**config.mk**
```make
export PLATFORM = sky130hd
export DESIGN_NAME = lz4_sequence_encoder
export DESIGN_NICKNAME = d
export VERILOG_FILES = /design/src/rtl/core/lze_pkg.sv /design/src/rtl/core/lze_ctrl.sv /design/src/rtl/core/lze_dp.sv /design/src/rtl/core/lz4_sequence_encoder.sv
export SDC_FILE = /design/constraint.sdc
export NUM_CORES = 1
export LEC_CHECK = 0
export BUFFER_PORTS_ARGS = -buffer_cell sky130_fd_sc_hd__buf_2
export CAP_MARGIN = 20
export CORE_ASPECT_RATIO = 1.4
export CORE_MARGIN = 4
export CORE_UTILIZATION = 46
export DETAILED_ROUTE_END_ITERATION = 7
export PLACE_DENSITY = 0.69
export SETUP_SLACK_MARGIN = 0.1
export SLEW_MARGIN = 20
export SYNTH_ARGS = -nofsm -noshare
export SYNTH_HDL_FRONTEND = slang
export SYNTH_SLANG_ARGS = --single-unit
```
**constraint.sdc**
```tcl
create_clock -name clk -period 5 [get_ports clk]
set_clock_uncertainty 0.1 [all_clocks]
set_input_delay 0.5 -clock clk [delete_from_list [all_inputs] [get_ports clk]]
set_output_delay 0.5 -clock clk [all_outputs]
set_load 0.02 [all_outputs]
```
**src/rtl/core/lze_pkg.sv**
```systemverilog
package lze_pkg;

	// Default block limits.
	localparam int unsigned MAX_LITERALS_DEF  = 48;
	localparam int unsigned MAX_MATCH_LEN_DEF = 1023;

	// Field widths of the stream items.
	localparam int unsigned LEN_W   = 10;
	localparam int unsigned DIST_W  = 16;
	localparam int unsigned BYTE_W  = 8;
	localparam int unsigned IN_TDATA_W = 40;

	// LZ4 coding constants.
	localparam logic [LEN_W-1:0]  MIN_MATCH   = 10'd4;
	localparam logic [LEN_W-1:0]  NIBBLE_MAX  = 10'd15;
	localparam logic [LEN_W-1:0]  RUN_CODE    = 10'd255;
	localparam logic [BYTE_W-1:0] TOKEN_LIT_F = 8'hF0;

	// Controller states.
	typedef enum logic [3:0] {
		ST_IDLE,
		ST_EVAL,
		ST_TOKEN,
		ST_LIT_EXT,
		ST_LITS,
		ST_OFF_LO,
		ST_OFF_HI,
		ST_MATCH_EXT,
		ST_FAULT
	} lze_state_t;

	// Source of the byte that goes into the output register.
	typedef enum logic [2:0] {
		SEL_TOKEN,
		SEL_LIT_EXT,
		SEL_LIT,
		SEL_OFF_LO,
		SEL_OFF_HI,
		SEL_MATCH_EXT,
		SEL_FAULT
	} lze_sel_t;

	// Commands from the controller to the datapath.
	typedef struct packed {
		logic     load;
		logic     eval;
		logic     emit;
		lze_sel_t sel;
		logic     last;
		logic     done;
	} lze_cmd_t;

	// Status from the datapath to the controller.
	typedef struct packed {
		logic skip_active;
		logic is_literal;
		logic lit_full;
		logic bad_len;
		logic is_last;
		logic is_match;
		logic cnt_zero;
		logic cnt_ge15;
		logic lit_at_end;
		logic ml_ge15;
		logic ext_ge255;
		logic emit_ok;
	} lze_status_t;

endpackage

```
**src/rtl/core/lze_ctrl.sv**
```systemverilog
module lze_ctrl (
	input  logic                 clk,
	input  logic                 arst_n,
	input  logic                 in_valid,
	output logic                 in_ready,
	input  lze_pkg::lze_status_t status,
	output lze_pkg::lze_cmd_t    cmd
);
	import lze_pkg::*;

	lze_state_t state_q, state_d;

	// State register.
	always_ff @(posedge clk or negedge arst_n) begin
		if (!arst_n) begin
			state_q <= ST_IDLE;
		end else begin
			state_q <= state_d;
		end
	end

	// Next state and commands.
	always_comb begin
		state_d  = state_q;
		in_ready = 1'b0;
		cmd      = '0;
		cmd.sel  = SEL_TOKEN;
		unique case (state_q)
			ST_IDLE: begin
				in_ready = 1'b1;
				if (in_valid) begin
					cmd.load = 1'b1;
					state_d  = ST_EVAL;
				end
			end
			ST_EVAL: begin
				cmd.eval = 1'b1;
				priority if (status.skip_active) begin
					state_d = ST_IDLE;
				end else if (status.is_literal) begin
					if (status.lit_full) begin
						state_d = ST_FAULT;
					end else if (status.is_last) begin
						state_d = ST_TOKEN;
					end else begin
						state_d = ST_IDLE;
					end
				end else if (status.bad_len) begin
					state_d = ST_FAULT;
				end else begin
					state_d = ST_TOKEN;
				end
			end
			ST_TOKEN: begin
				cmd.sel = SEL_TOKEN;
				if (status.emit_ok) begin
					cmd.emit = 1'b1;
					priority if (status.cnt_ge15) begin
						state_d = ST_LIT_EXT;
					end else if (!status.cnt_zero) begin
						state_d = ST_LITS;
					end else if (status.is_match) begin
						state_d = ST_OFF_LO;
					end else begin
						cmd.last = 1'b1;
						cmd.done = 1'b1;
						state_d  = ST_IDLE;
					end
				end
			end
			ST_LIT_EXT: begin
				cmd.sel = SEL_LIT_EXT;
				if (status.emit_ok) begin
					cmd.emit = 1'b1;
					state_d  = ST_LITS;
				end
			end
			ST_LITS: begin
				cmd.sel = SEL_LIT;
				if (status.emit_ok) begin
					cmd.emit = 1'b1;
					if (status.lit_at_end) begin
						if (status.is_match) begin
							state_d = ST_OFF_LO;
						end else begin
							cmd.last = 1'b1;
							cmd.done = 1'b1;
							state_d  = ST_IDLE;
						end
					end
				end
			end
			ST_OFF_LO: begin
				cmd.sel = SEL_OFF_LO;
				if (status.emit_ok) begin
					cmd.emit = 1'b1;
					state_d  = ST_OFF_HI;
				end
			end
			ST_OFF_HI: begin
				cmd.sel = SEL_OFF_HI;
				if (status.emit_ok) begin
					cmd.emit = 1'b1;
					if (status.ml_ge15) begin
						state_d = ST_MATCH_EXT;
					end else begin
						cmd.last = 1'b1;
						cmd.done = 1'b1;
						state_d  = ST_IDLE;
					end
				end
			end
			ST_MATCH_EXT: begin
				cmd.sel = SEL_MATCH_EXT;
				if (status.emit_ok) begin
					cmd.emit = 1'b1;
					if (!status.ext_ge255) begin
						cmd.last = 1'b1;
						cmd.done = 1'b1;
						state_d  = ST_IDLE;
					end
				end
			end
			ST_FAULT: begin
				cmd.sel = SEL_FAULT;
				if (status.emit_ok) begin
					cmd.emit = 1'b1;
					cmd.last = 1'b1;
					state_d  = ST_IDLE;
				end
			end
			default: begin
				state_d = ST_IDLE;
			end
		endcase
	end

endmodule

```
**src/rtl/core/lze_dp.sv**
```systemverilog
module lze_dp #(
	parameter int unsigned MAX_LITERALS  = lze_pkg::MAX_LITERALS_DEF,
	parameter int unsigned MAX_MATCH_LEN = lze_pkg::MAX_MATCH_LEN_DEF
) (
	input  logic                        clk,
	input  logic                        arst_n,
	input  logic [lze_pkg::LEN_W-1:0]   in_len,
	input  logic [lze_pkg::DIST_W-1:0]  in_dist,
	input  logic [lze_pkg::BYTE_W-1:0]  in_lit,
	input  logic                        in_last,
	input  lze_pkg::lze_cmd_t           cmd,
	output lze_pkg::lze_status_t        status,
	output logic                        out_valid,
	input  logic                        out_ready,
	output logic [lze_pkg::BYTE_W-1:0]  out_byte,
	output logic                        out_last,
	output logic                        out_fault
);
	import lze_pkg::*;

	localparam int unsigned IDX_W = $clog2(MAX_LITERALS);
	localparam int unsigned CNT_W = $clog2(MAX_LITERALS + 1);
	localparam logic [CNT_W-1:0] CNT_MAX = CNT_W'(MAX_LITERALS);
	localparam logic [CNT_W-1:0] CNT_15  = CNT_W'(15);
	localparam logic [LEN_W-1:0] LEN_MAX = LEN_W'(MAX_MATCH_LEN);

	// Captured input item.
	logic [LEN_W-1:0]  len_q;
	logic [DIST_W-1:0] dist_q;
	logic [BYTE_W-1:0] lit_q;
	logic              last_q;

	// Block state.
	logic [LEN_W-1:0]  skip_q;
	logic [CNT_W-1:0]  cnt_q;
	logic [IDX_W-1:0]  idx_q;
	logic [LEN_W-1:0]  ml_q;
	logic [LEN_W-1:0]  ext_q;

	// Literal buffer with a registered read port.
	logic [BYTE_W-1:0] lit_mem [MAX_LITERALS];
	logic [BYTE_W-1:0] rd_q;
	logic [IDX_W-1:0]  rd_addr;

	// Output register.
	logic              out_valid_q;
	logic [BYTE_W-1:0] out_byte_q;
	logic              out_last_q;
	logic              out_fault_q;

	logic [LEN_W-1:0]  len_sat;
	logic [LEN_W-1:0]  ml_c;
	logic [3:0]        nib;
	logic [BYTE_W-1:0] byte_c;
	logic              lit_adv;
	logic              lit_wr;

	// Decode of the captured item.
	always_comb begin
		len_sat = (len_q > LEN_MAX) ? LEN_MAX : len_q;
		ml_c    = len_sat - MIN_MATCH;
		nib     = (ml_q < NIBBLE_MAX) ? ml_q[3:0] : 4'hF;
		if (!status.is_match) begin
			nib = 4'h0;
		end
	end

	always_comb begin
		status.skip_active = (skip_q != '0);
		status.is_literal  = (len_q <= LEN_W'(1));
		status.lit_full    = (cnt_q >= CNT_MAX);
		status.bad_len     = (len_q < MIN_MATCH);
		status.is_last     = last_q;
		status.is_match    = (len_q >= MIN_MATCH);
		status.cnt_zero    = (cnt_q == '0);
		status.cnt_ge15    = (cnt_q >= CNT_15);
		status.lit_at_end  = ((CNT_W'(idx_q) + CNT_W'(1)) == cnt_q);
		status.ml_ge15     = (ml_q >= NIBBLE_MAX);
		status.ext_ge255   = (ext_q >= RUN_CODE);
		status.emit_ok     = !out_valid_q || out_ready;
	end

	// Byte selection for the next transfer.
	always_comb begin
		unique case (cmd.sel)
			SEL_TOKEN: begin
				if (status.cnt_ge15) begin
					byte_c = TOKEN_LIT_F | {4'h0, nib};
				end else begin
					byte_c = {cnt_q[3:0], nib};
				end
			end
			SEL_LIT_EXT:   byte_c = BYTE_W'(cnt_q) - BYTE_W'(15);
			SEL_LIT:       byte_c = rd_q;
			SEL_OFF_LO:    byte_c = dist_q[7:0];
			SEL_OFF_HI:    byte_c = dist_q[15:8];
			SEL_MATCH_EXT: byte_c = status.ext_ge255 ? RUN_CODE[7:0] : ext_q[7:0];
			SEL_FAULT:     byte_c = '0;
			default:       byte_c = '0;
		endcase
	end

	assign lit_adv = cmd.emit && (cmd.sel == SEL_LIT) && !status.lit_at_end;
	assign lit_wr  = cmd.eval && !status.skip_active && status.is_literal && !status.lit_full;
	assign rd_addr = lit_adv ? (idx_q + IDX_W'(1)) : idx_q;

	// Item capture on an input transfer.
	always_ff @(posedge clk) begin
		if (cmd.load) begin
			len_q  <= in_len;
			dist_q <= in_dist;
			lit_q  <= in_lit;
			last_q <= in_last;
		end
	end

	// Literal buffer write and read.
	always_ff @(posedge clk) begin
		if (lit_wr) begin
			lit_mem[cnt_q[IDX_W-1:0]] <= lit_q;
		end
		rd_q <= lit_mem[rd_addr];
	end

	// Skip, literal count and emission counters.
	always_ff @(posedge clk or negedge arst_n) begin
		if (!arst_n) begin
			skip_q <= '0;
			cnt_q  <= '0;
			idx_q  <= '0;
			ml_q   <= '0;
			ext_q  <= '0;
		end else begin
			if (cmd.eval) begin
				idx_q <= '0;
				priority if (status.skip_active) begin
					skip_q <= last_q ? '0 : skip_q - LEN_W'(1);
				end else if (status.is_literal) begin
					cnt_q <= status.lit_full ? '0 : cnt_q + CNT_W'(1);
				end else if (status.bad_len) begin
					cnt_q <= '0;
				end else begin
					skip_q <= last_q ? '0 : len_sat - LEN_W'(1);
					ml_q   <= ml_c;
					ext_q  <= ml_c - NIBBLE_MAX;
				end
			end
			if (lit_adv) begin
				idx_q <= idx_q + IDX_W'(1);
			end
			if (cmd.emit && (cmd.sel == SEL_MATCH_EXT) && status.ext_ge255) begin
				ext_q <= ext_q - RUN_CODE;
			end
			if (cmd.done) begin
				cnt_q <= '0;
			end
		end
	end

	// Output register: loads on emit, drains on a completed transfer.
	always_ff @(posedge clk or negedge arst_n) begin
		if (!arst_n) begin
			out_valid_q <= 1'b0;
		end else if (cmd.emit) begin
			out_valid_q <= 1'b1;
		end else if (out_ready) begin
			out_valid_q <= 1'b0;
		end
	end

	always_ff @(posedge clk) begin
		if (cmd.emit) begin
			out_byte_q  <= byte_c;
			out_last_q  <= cmd.last;
			out_fault_q <= (cmd.sel == SEL_FAULT);
		end
	end

	assign out_valid = out_valid_q;
	assign out_byte  = out_byte_q;
	assign out_last  = out_last_q;
	assign out_fault = out_fault_q;

endmodule

```
**src/rtl/core/lz4_sequence_encoder.sv**
```systemverilog
// Channel   | Direction | Payload
// s_axis    | in        | tdata: match_length, match_distance, literal_byte; tlast: last_position
// m_axis    | out       | tdata: out_byte; tlast: run_end; tuser: fault
//
// Each item is first transferred and then used to update the skip counter and
// the literal buffer. An item that closes a sequence then emits its bytes,
// read from the literal buffer one entry a cycle while the output accepts them.
// A stalled output holds the byte in the output register and pauses emission.
// Reset clears the skip counter, the literal count and the output register.
module lz4_sequence_encoder #(
	parameter int unsigned MAX_LITERALS  = lze_pkg::MAX_LITERALS_DEF,
	parameter int unsigned MAX_MATCH_LEN = lze_pkg::MAX_MATCH_LEN_DEF
) (
	input  logic                             clk,
	input  logic                             arst_n,
	input  logic                             s_axis_tvalid,
	output logic                             s_axis_tready,
	// [9:0] match_length, [25:10] match_distance, [33:26] literal_byte, [39:34] zero
	input  logic [lze_pkg::IN_TDATA_W-1:0]   s_axis_tdata,
	input  logic                             s_axis_tlast,
	output logic                             m_axis_tvalid,
	input  logic                             m_axis_tready,
	// [7:0] out_byte
	output logic [lze_pkg::BYTE_W-1:0]       m_axis_tdata,
	output logic                             m_axis_tlast,
	// [0] fault
	output logic                             m_axis_tuser
);
	import lze_pkg::*;

	lze_cmd_t    cmd;
	lze_status_t status;

	// Sequencing of one item.
	lze_ctrl u_ctrl (
		.clk      (clk),
		.arst_n   (arst_n),
		.in_valid (s_axis_tvalid),
		.in_ready (s_axis_tready),
		.status   (status),
		.cmd      (cmd)
	);

	// Literal buffer, counters and output register.
	lze_dp #(
		.MAX_LITERALS  (MAX_LITERALS),
		.MAX_MATCH_LEN (MAX_MATCH_LEN)
	) u_dp (
		.clk       (clk),
		.arst_n    (arst_n),
		.in_len    (s_axis_tdata[9:0]),
		.in_dist   (s_axis_tdata[25:10]),
		.in_lit    (s_axis_tdata[33:26]),
		.in_last   (s_axis_tlast),
		.cmd       (cmd),
		.status    (status),
		.out_valid (m_axis_tvalid),
		.out_ready (m_axis_tready),
		.out_byte  (m_axis_tdata),
		.out_last  (m_axis_tlast),
		.out_fault (m_axis_tuser)
	);

endmodule
```
==> results of run 1 <==
-- kinds of logic (layout without fill, tap and decap cells) --
| kind of cell | Yosys count | in the layout | share of synthesized area |
|---|---|---|---|
| AO/OA/AOI/OAI | 421 | 421 | 0.127 |
| XOR/XNOR | 37 | 37 | 0.0160 |
| adder cells (fa/ha/maj) | 12 | 12 | 0.00659 |
| buffers and inverters | 141 | 254 | 0.0274 |
| flip-flops | 484 | 484 | 0.624 |
| multiplexers | 183 | 183 | 0.101 |
| AND/OR/NAND/NOR | 481 | 481 | 0.0979 |
-- where the power goes --
group / switching (mW) / total (mW) / internal [mW] / leakage (nW)
clock: 1.51 / 3.47 / 1.96 / 0.730
sequential: 0.280 / 5.12 / 4.84 / 4.52
combinational: 3.16 / 5.23 / 2.08 / 3.57
total: 4.95 / 13.8 / 8.88 / 8.82
-- timing repair --
| item | 4_1_cts | 5_1_grt |
|---|---|---|
| buffers inserted | 0 | 3 |
| resized for setup | 0 | 1 |
| hold endpoints to repair | 76 | 0 |
| endpoints found under the setup margin | 0 | 3 |
| hold buffers | 30 | 0 |
-- how the worst max path moves through the flow --
stage                   from            to  slack (ps)
4_1_cts        u_dp.idx_q[0]  u_dp.rd_q[4]         320
6_report       u_dp.idx_q[0]  u_dp.rd_q[4]         470
3_3_place_gp   u_dp.idx_q[0]  u_dp.rd_q[4]         470
5_1_grt        u_dp.idx_q[0]  u_dp.rd_q[6]         230
2_1_floorplan  u_dp.idx_q[0]  u_dp.rd_q[2]        1030
3_5_place_dp   u_dp.idx_q[0]  u_dp.rd_q[4]         370
-- registers in the layout, indices dropped and copies added (netlist names) --
| name | count |
|---|---|
| u_ctrl.state_q | 4 |
| u_dp.idx_q | 6 |
| u_dp.cnt_q | 6 |
| u_dp.ext_q | 10 |
| u_dp.lit_q | 8 |
| u_dp.last_q | 1 |
| u_dp.out_byte | 8 |
| u_dp.lit_mem | 384 |
| u_dp.skip_q | 10 |
| u_dp.len_q | 10 |
| u_dp.rd_q | 8 |
| u_dp.out_valid | 1 |
| u_dp.out_fault | 1 |
| u_dp.dist_q | 16 |
| u_dp.ml_q | 10 |
| u_dp.out_last | 1 |
-- through the flow --
stage	instance area [um^2]	hold WS, ps
CTS	25600	0.165
finish	25700	16.6
global placement	23800	365
detailed placement	23800	365
global route	25700	5.25
floorplan	22800	104
-- cell type report --
type / instances / area share
clock buffers: 57 / 0.0477
clock inverters: 30 / 0.0106
inverters: 25 / 0.00366
multi-input cells: 1134 / 0.311
flip-flops and latches: 484 / 0.554
well taps: 637 / 0.0311
repair buffers: 142 / 0.0416
-- worst register-to-register path: stages, from the launching register on --
cell	delay [ps]
dfrtp_1	520
ha_4	260
nand3_2	160
xnor2_4	330
nand3_4	220
o21ai_4	260
inv_1	110
ha_4	470
buf_12	300
mux2_2	440
o21ai_0	140
a222oi_1	130
a31oi_1	560
and4_1	340
a211oi_2	50
-- cells in the final DEF (no fill, tap or decap), types with 39 or more instances in the layout --
cell,instances
nand2_1,235
clkbuf_16,47
o21ai_0,173
o211ai_1,40
a222oi_1,39
dfrtp_1,46
mux2i_1,80
nor2_1,105
edfxtp_1,429
buf_2,50
buf_4,58
mux2_2,69
-- per-layer routing --
metal  part of all wire  up-vias  GRT usage
met3              0.057      188     0.0317
met1               0.36     7585      0.246
met4              0.071        0      0.130
met5                  0        -          0
met2               0.51      642      0.386
li1                   -     6935          -
==> impl_metrics.json, run 1 <==
{
  "drt-wirelength-per-cell_um": 23.7,
  "overflow": 0,
  "cts_buffer_depth": 3,
  "grt_max_degree": 75,
  "vias_per_cell": 6.12,
  "synth_fp_nets": 1816,
  "dieArea_um2": 53200,
  "nets": 1891,
  "slowest_stage": "a31oi_1",
  "syn_avg_cell_area_um2": 12.9,
  "path_cells": "ha_4, nand3_2, xnor2_4, nand3_4, o21ai_4, inv_1, ha_4, buf_12, mux2_2, o21ai_0, a222oi_1, a31oi_1, and4_1, a211oi_2",
  "numClockSinks": 484,
  "synth_edf_count": 429,
  "fmax_mhz": 221,
  "critPathTopFamily": "compound AO/OA/AOI/OAI gates",
  "synthTopCellsByArea": "edfxtp_1 57%, dfrtp_1 5.2%, nand2_1 3.9%",
  "r2r-end": "u_dp.rd_q[4]",
  "grt_pass1_wl_mm": 89.3,
  "drt_iter0_drc": 1508,
  "cp-end-kind": "flip-flop",
  "ant_nets": 0,
  "layout_setup_ws_ps": 473,
  "r2r-start": "u_dp.idx_q[0]",
  "io_buffer_count": 50,
  "multi_input_area_um2": 7980,
  "path_depth": 14,
  "fin_util": 0.524,
  "setup_violations": 0,
  "yosysMostFrequentCell": "edfxtp_1",
  "fp.coreArea_um2": 49000,
  "path_common_cell": "ha_4",
  "clk_latency_ps": 590,
  "ctsHtreeMaxLevel": 2,
  "fin_crit_ps": 4530,
  "slew_viol_final": 0,
  "area_growth_pct": 12.7,
  "hold_class": "in2reg",
  "layout.cells.non_filler": 2509,
  "synth_top_area_share": 0.566,
  "cp_data_arrival_time_ps": 4880,
  "vias": 15400,
  "required_ps": 5350,
  "fillers": 3998,
  "synth_top_area_cell": "edfxtp_1",
  "synthTopCellsByCount": "429 x edfxtp_1, 236 x nand2_1, 173 x o21ai_0",
  "synth_top_flop_cell": "edfxtp_1",
  "hold_path_end": "u_dp.len_q[9]",
  "yosysSeqAreaShare": 0.624,
  "rr_worst_depth": 14,
  "synthArstFlopShare": 0.0971,
  "antennaDiodeCount": 0,
  "dp_hpwl_mm": 38.8,
  "seq_area_um2": 14200,
  "syn_area_um2": 22800,
  "cts-root-buf": "clkbuf_16",
  "power_density_nw_per_um2": 539,
  "route.detailed.drc": 8,
  "cts_buffers": 47,
  "gp_congestion": 0.954,
  "yosysWarningCount": 0,
  "cp_slowest_stage_delay_ps": 560,
  "violations": "design-rule violations",
  "crit_path_max_fanout": 42,
  "status": "finished, violations left",
  "path_class": "reg2reg",
  "fin_tns_setup_ps": 0,
  "grt_pass1_vias": 15000,
  "hp-start": "s_axis_tdata[9]",
  "die_h_um": 271,
  "dieWidth_um": 196,
  "worstSetupStartpointType": "flip-flop",
  "io_pins": 57,
  "max_cap_violations": 0,
  "antenna_found_initial": 0,
  "drive_gt1_frac": 0.176,
  "power_leakage_nw": 8.82,
  "rsz0062_at_grt": "false",
  "ys_types": 79,
  "grt_use_total": 0.217,
  "wirelength_mm": 59.4,
  "hold_depth": 1,
  "path_clk_slew_ps": 60,
  "place_ws_ps": 368,
  "reg2reg_slack_ps": 470,
  "final-hold-violation-count": 0,
  "synth-seq-cells": 484,
  "total_power_mw": 13.8,
  "fp-row-count": 96,
  "post-route-period-util": 0.905,
  "vdd_drop_max_v": 0.000361,
  "netlist_instances": 1759,
  "dp_cells": 2389,
  "path_buf_inv": 2,
  "cts_tree": "done",
  "slew_headroom": 0.357,
  "drtPass1Iterations": 8,
  "start_util": 0.465,
  "worstMarginPinSlew_ps": 964
}
(Power assumes the default switching activity.)
==> inputs of run 2 (changes only) <==
--- a/config.mk
+++ b/config.mk
@@ -16,4 +16,5 @@
 export SLEW_MARGIN = 20
 export SYNTH_ARGS = -nofsm -noshare
 export SYNTH_HDL_FRONTEND = slang
+export SYNTH_HIERARCHICAL = 1
 export SYNTH_SLANG_ARGS = --single-unit
==> run 2 against run 1 <==
The flow now finishes without violations; non-clock buffer count increased by 33; die area rose by 0.51%; largest power group unchanged; highest routed layer unchanged; sequential share of layout area shrank 1.1 points; sequential power decreased by 5.1%; count of clock-buffer cells in the layout down 2; flip-flop and latch count did not move; synthesized area grew 0.53%; routed wire length rose by 3.3%; fmax down 1.9%; register-to-register slack lost 90 ps; cell count is 3.9% higher; clock power grew 6.6%.
==> impl_metrics.json, run 2 <==
{
  "fmax_mhz": 217,
  "fp.coreArea_um2": 49100,
  "route.detailed.drc": 0,
  "synthMuxAreaShare": 0.105,
  "cp-end-kind": "flip-flop",
  "r2r-end": "u_dp/rd_q[5]",
  "path_class": "reg2reg",
  "path_clk_slew_ps": 60,
  "io_buffer_count": 50,
  "cts-root-buf": "clkbuf_16",
  "synth-seq-cells": 484,
  "final-hold-violation-count": 0,
  "nets": 1991,
  "antenna_found_initial": 1,
  "drtPass1Iterations": 6,
  "hold_buffers": 19,
  "grt_pass1_vias": 16200,
  "overflow": 0,
  "io_pins": 57,
  "cp_data_arrival_time_ps": 5000,
  "synth_top_flop_cell": "edfxtp_1",
  "largest_reg_flops": 384,
  "syn_area_um2": 22900,
  "postCtsSetupBuffers": 0,
  "reg2reg_slack_ps": 390,
  "fp-row-count": 96,
  "hold_class": "in2reg",
  "synth_top_area_share": 0.563,
  "slowest_stage": "or3b_2",
  "met3_usage": 0.0259,
  "layout_common_cells": "429 x edfxtp_1, 179 x nand2_1, 176 x nor2_1",
  "ctsHtreeMaxLevel": 2,
  "vias": 16000,
  "post_cts_resized": 0,
  "antennaDiodeCount": 0,
  "power_leakage_nw": 9.23,
  "r2r-start": "u_ctrl/state_q[2]",
  "dieArea_um2": 53500,
  "grt-busiest-layer": "met2",
  "clk_latency_ps": 570,
  "cts_buffer_depth": 3,
  "grt_max_degree": 76,
  "cp_slowest_stage_delay_ps": 590,
  "fin_area_um2": 26200,
  "crit_path_start": "u_ctrl/state_q[2]",
  "max_cap_violations": 0,
  "grt_pass1_wl_mm": 94.1,
  "place_ws_ps": 478,
  "synthXorXnorAreaFrac": 0.0129,
  "path_common_cell": "buf_4",
  "fin_util": 0.533,
  "cts_buffers": 45,
  "rsz0062_at_grt": "false",
  "worstMarginPinSlew_ps": 986,
  "die_h_um": 272,
  "path_cells": "buf_4, nor2_2, o21ai_0, and2_1, buf_4, or3b_2, o31ai_1, nand2_1, buf_4, a221oi_1, o221ai_1, o211ai_1, and3_1",
  "vias_per_cell": 6.14,
  "status": "complete, no violations",
  "yosysSeqAreaShare": 0.621,
  "synth_top_family_by_area": "compound AO/OA/AOI/OAI gates",
  "gp_congestion": 0.905,
  "synthTopCellsByCount": "429 x edfxtp_1, 179 x nand2_1, 176 x nor2_1",
  "synthAdderAreaFrac": 0.00656,
  "area_growth_pct": 14.4,
  "crit_path_max_fanout": 16,
  "synthTopCellsByArea": "edfxtp_1 56%, dfrtp_1 5.1%, mux2_2 4.1%",
  "vdd_drop_max_v": 0.000390,
  "required_ps": 5380,
  "setup_violations": 0,
  "drive_gt1_frac": 0.187,
  "ys_types": 86,
  "synth_top_area_cell": "edfxtp_1",
  "netlist_instances": 1835,
  "grt_use_total": 0.225,
  "start_util": 0.466,
  "yosysWarningCount": 6,
  "syn_avg_cell_area_um2": 12.5,
  "synth-compound-area-share": 0.127,
  "drt_iter0_drc": 1547,
  "endpoint": "u_dp/rd_q[5]",
  "fin_crit_ps": 4610,
  "post-route-period-util": 0.922,
  "fin_tns_setup_ps": 0,
  "dpl_cell_area_um2": 24400,
  "final_common_cell": "edfxtp_1",
  "synth_fp_nets": 1892,
  "yosysMostFrequentCell": "edfxtp_1",
  "synth_edf_count": 429,
  "slew_viol_final": 0,
  "worstSetupStartpointType": "flip-flop",
  "slew_headroom": 0.341,
  "numClockSinks": 484,
  "synthArstFlopShare": 0.0971,
  "wirelength_mm": 61.4,
  "dp_hpwl_mm": 39.9,
  "drt-wirelength-per-cell_um": 23.5,
  "layout_setup_ws_ps": 388,
  "ant_nets": 0,
  "power_density_nw_per_um2": 550,
  "dieWidth_um": 197,
  "use_met2": 0.404,
  "cts_tree": "done",
  "synth-simple-area-share": 0.101,
  "met1_usage": 0.260,
  "rr_worst_depth": 13
}
-- run 2: changes by cell type in the layout (fill, tap and decap cells not counted), moves of 14 or more --
cell,change
a222oi_1,-30
mux2_2,+14
o22ai_1,+27
nand2_1,-56
o2111ai_1,-19
o211ai_1,-29
a221oi_1,+19
a21oi_1,+63
nor2_1,+71
buf_4,+39
-- run 2: metal layers --
layer	routed length [um]	vias to the layer above
met4	3990	0
met1	22000	7915
met5	0	-
met2	32000	670
li1	-	7226
met3	3420	196
-- run 2: through the flow --
step,power [mW],instances,hold WS (ps)
floorplan,8.90,1835,104
global placement,10.5,2504,367
detailed placement,10.7,2504,366
CTS,14.4,2606,0.386
global route,15.1,2607,1.47
finish,14.4,2607,13.8
-- run 2: final cells by class --
class | count | area [um^2]
Timing Repair Buffer | 175 | 1340
Tap cell | 637 | 797
Multi-Input combinational cell | 1206 | 8140
Fill cell | 4016 | 22900
Clock buffer | 55 | 1200
Inverter | 22 | 82.6
Clock inverter | 28 | 400
Sequential cell | 484 | 14200
-- run 2: worst min path at each step --
| stage | from | to | slack (ps) | cells after the start |
|---|---|---|---|---|
| 2_1_floorplan | arst_n | u_ctrl/state_q[0] | 100 | 0 |
| 3_3_place_gp | u_dp/ml_q[9] | u_dp/ml_q[9] | 370 | 2 |
| 3_5_place_dp | u_dp/ml_q[7] | u_dp/ml_q[7] | 370 | 2 |
| 4_1_cts | s_axis_tdata[8] | u_dp/len_q[8] | 0.4 | 1 |
| 5_1_grt | s_axis_tlast | u_dp/last_q | 1 | 1 |
| 6_report | s_axis_tlast | u_dp/last_q | 10 | 1 |
-- run 2: report_power, final --
group	total [mW]	switching, mW	leakage (nW)	internal (mW)
clock network	3.70	1.50	0.777	2.19
registers	4.86	0.186	4.52	4.67
logic	5.85	3.52	3.93	2.33
-- run 2: cells by family (layout without fill, tap and decap cells) --
kind of cell | after synthesis | after routing
AOI/OAI and AO/OA | 459 | 459
adders and majority gates | 12 | 12
and+or+nand+nor | 507 | 507
DFF | 484 | 484
buffers and inverters | 145 | 280
muxes | 196 | 196
xor gates and xnor gates | 32 | 32
-- run 2: critical path, delay by kind of cell (launching register included) --
kind                   cells  cell delay, ps
flip-flops                 1             530
buffers and inverters      3             820
AO/OA/AOI/OAI              5            1530
AND/OR/NAND/NOR            5            1530
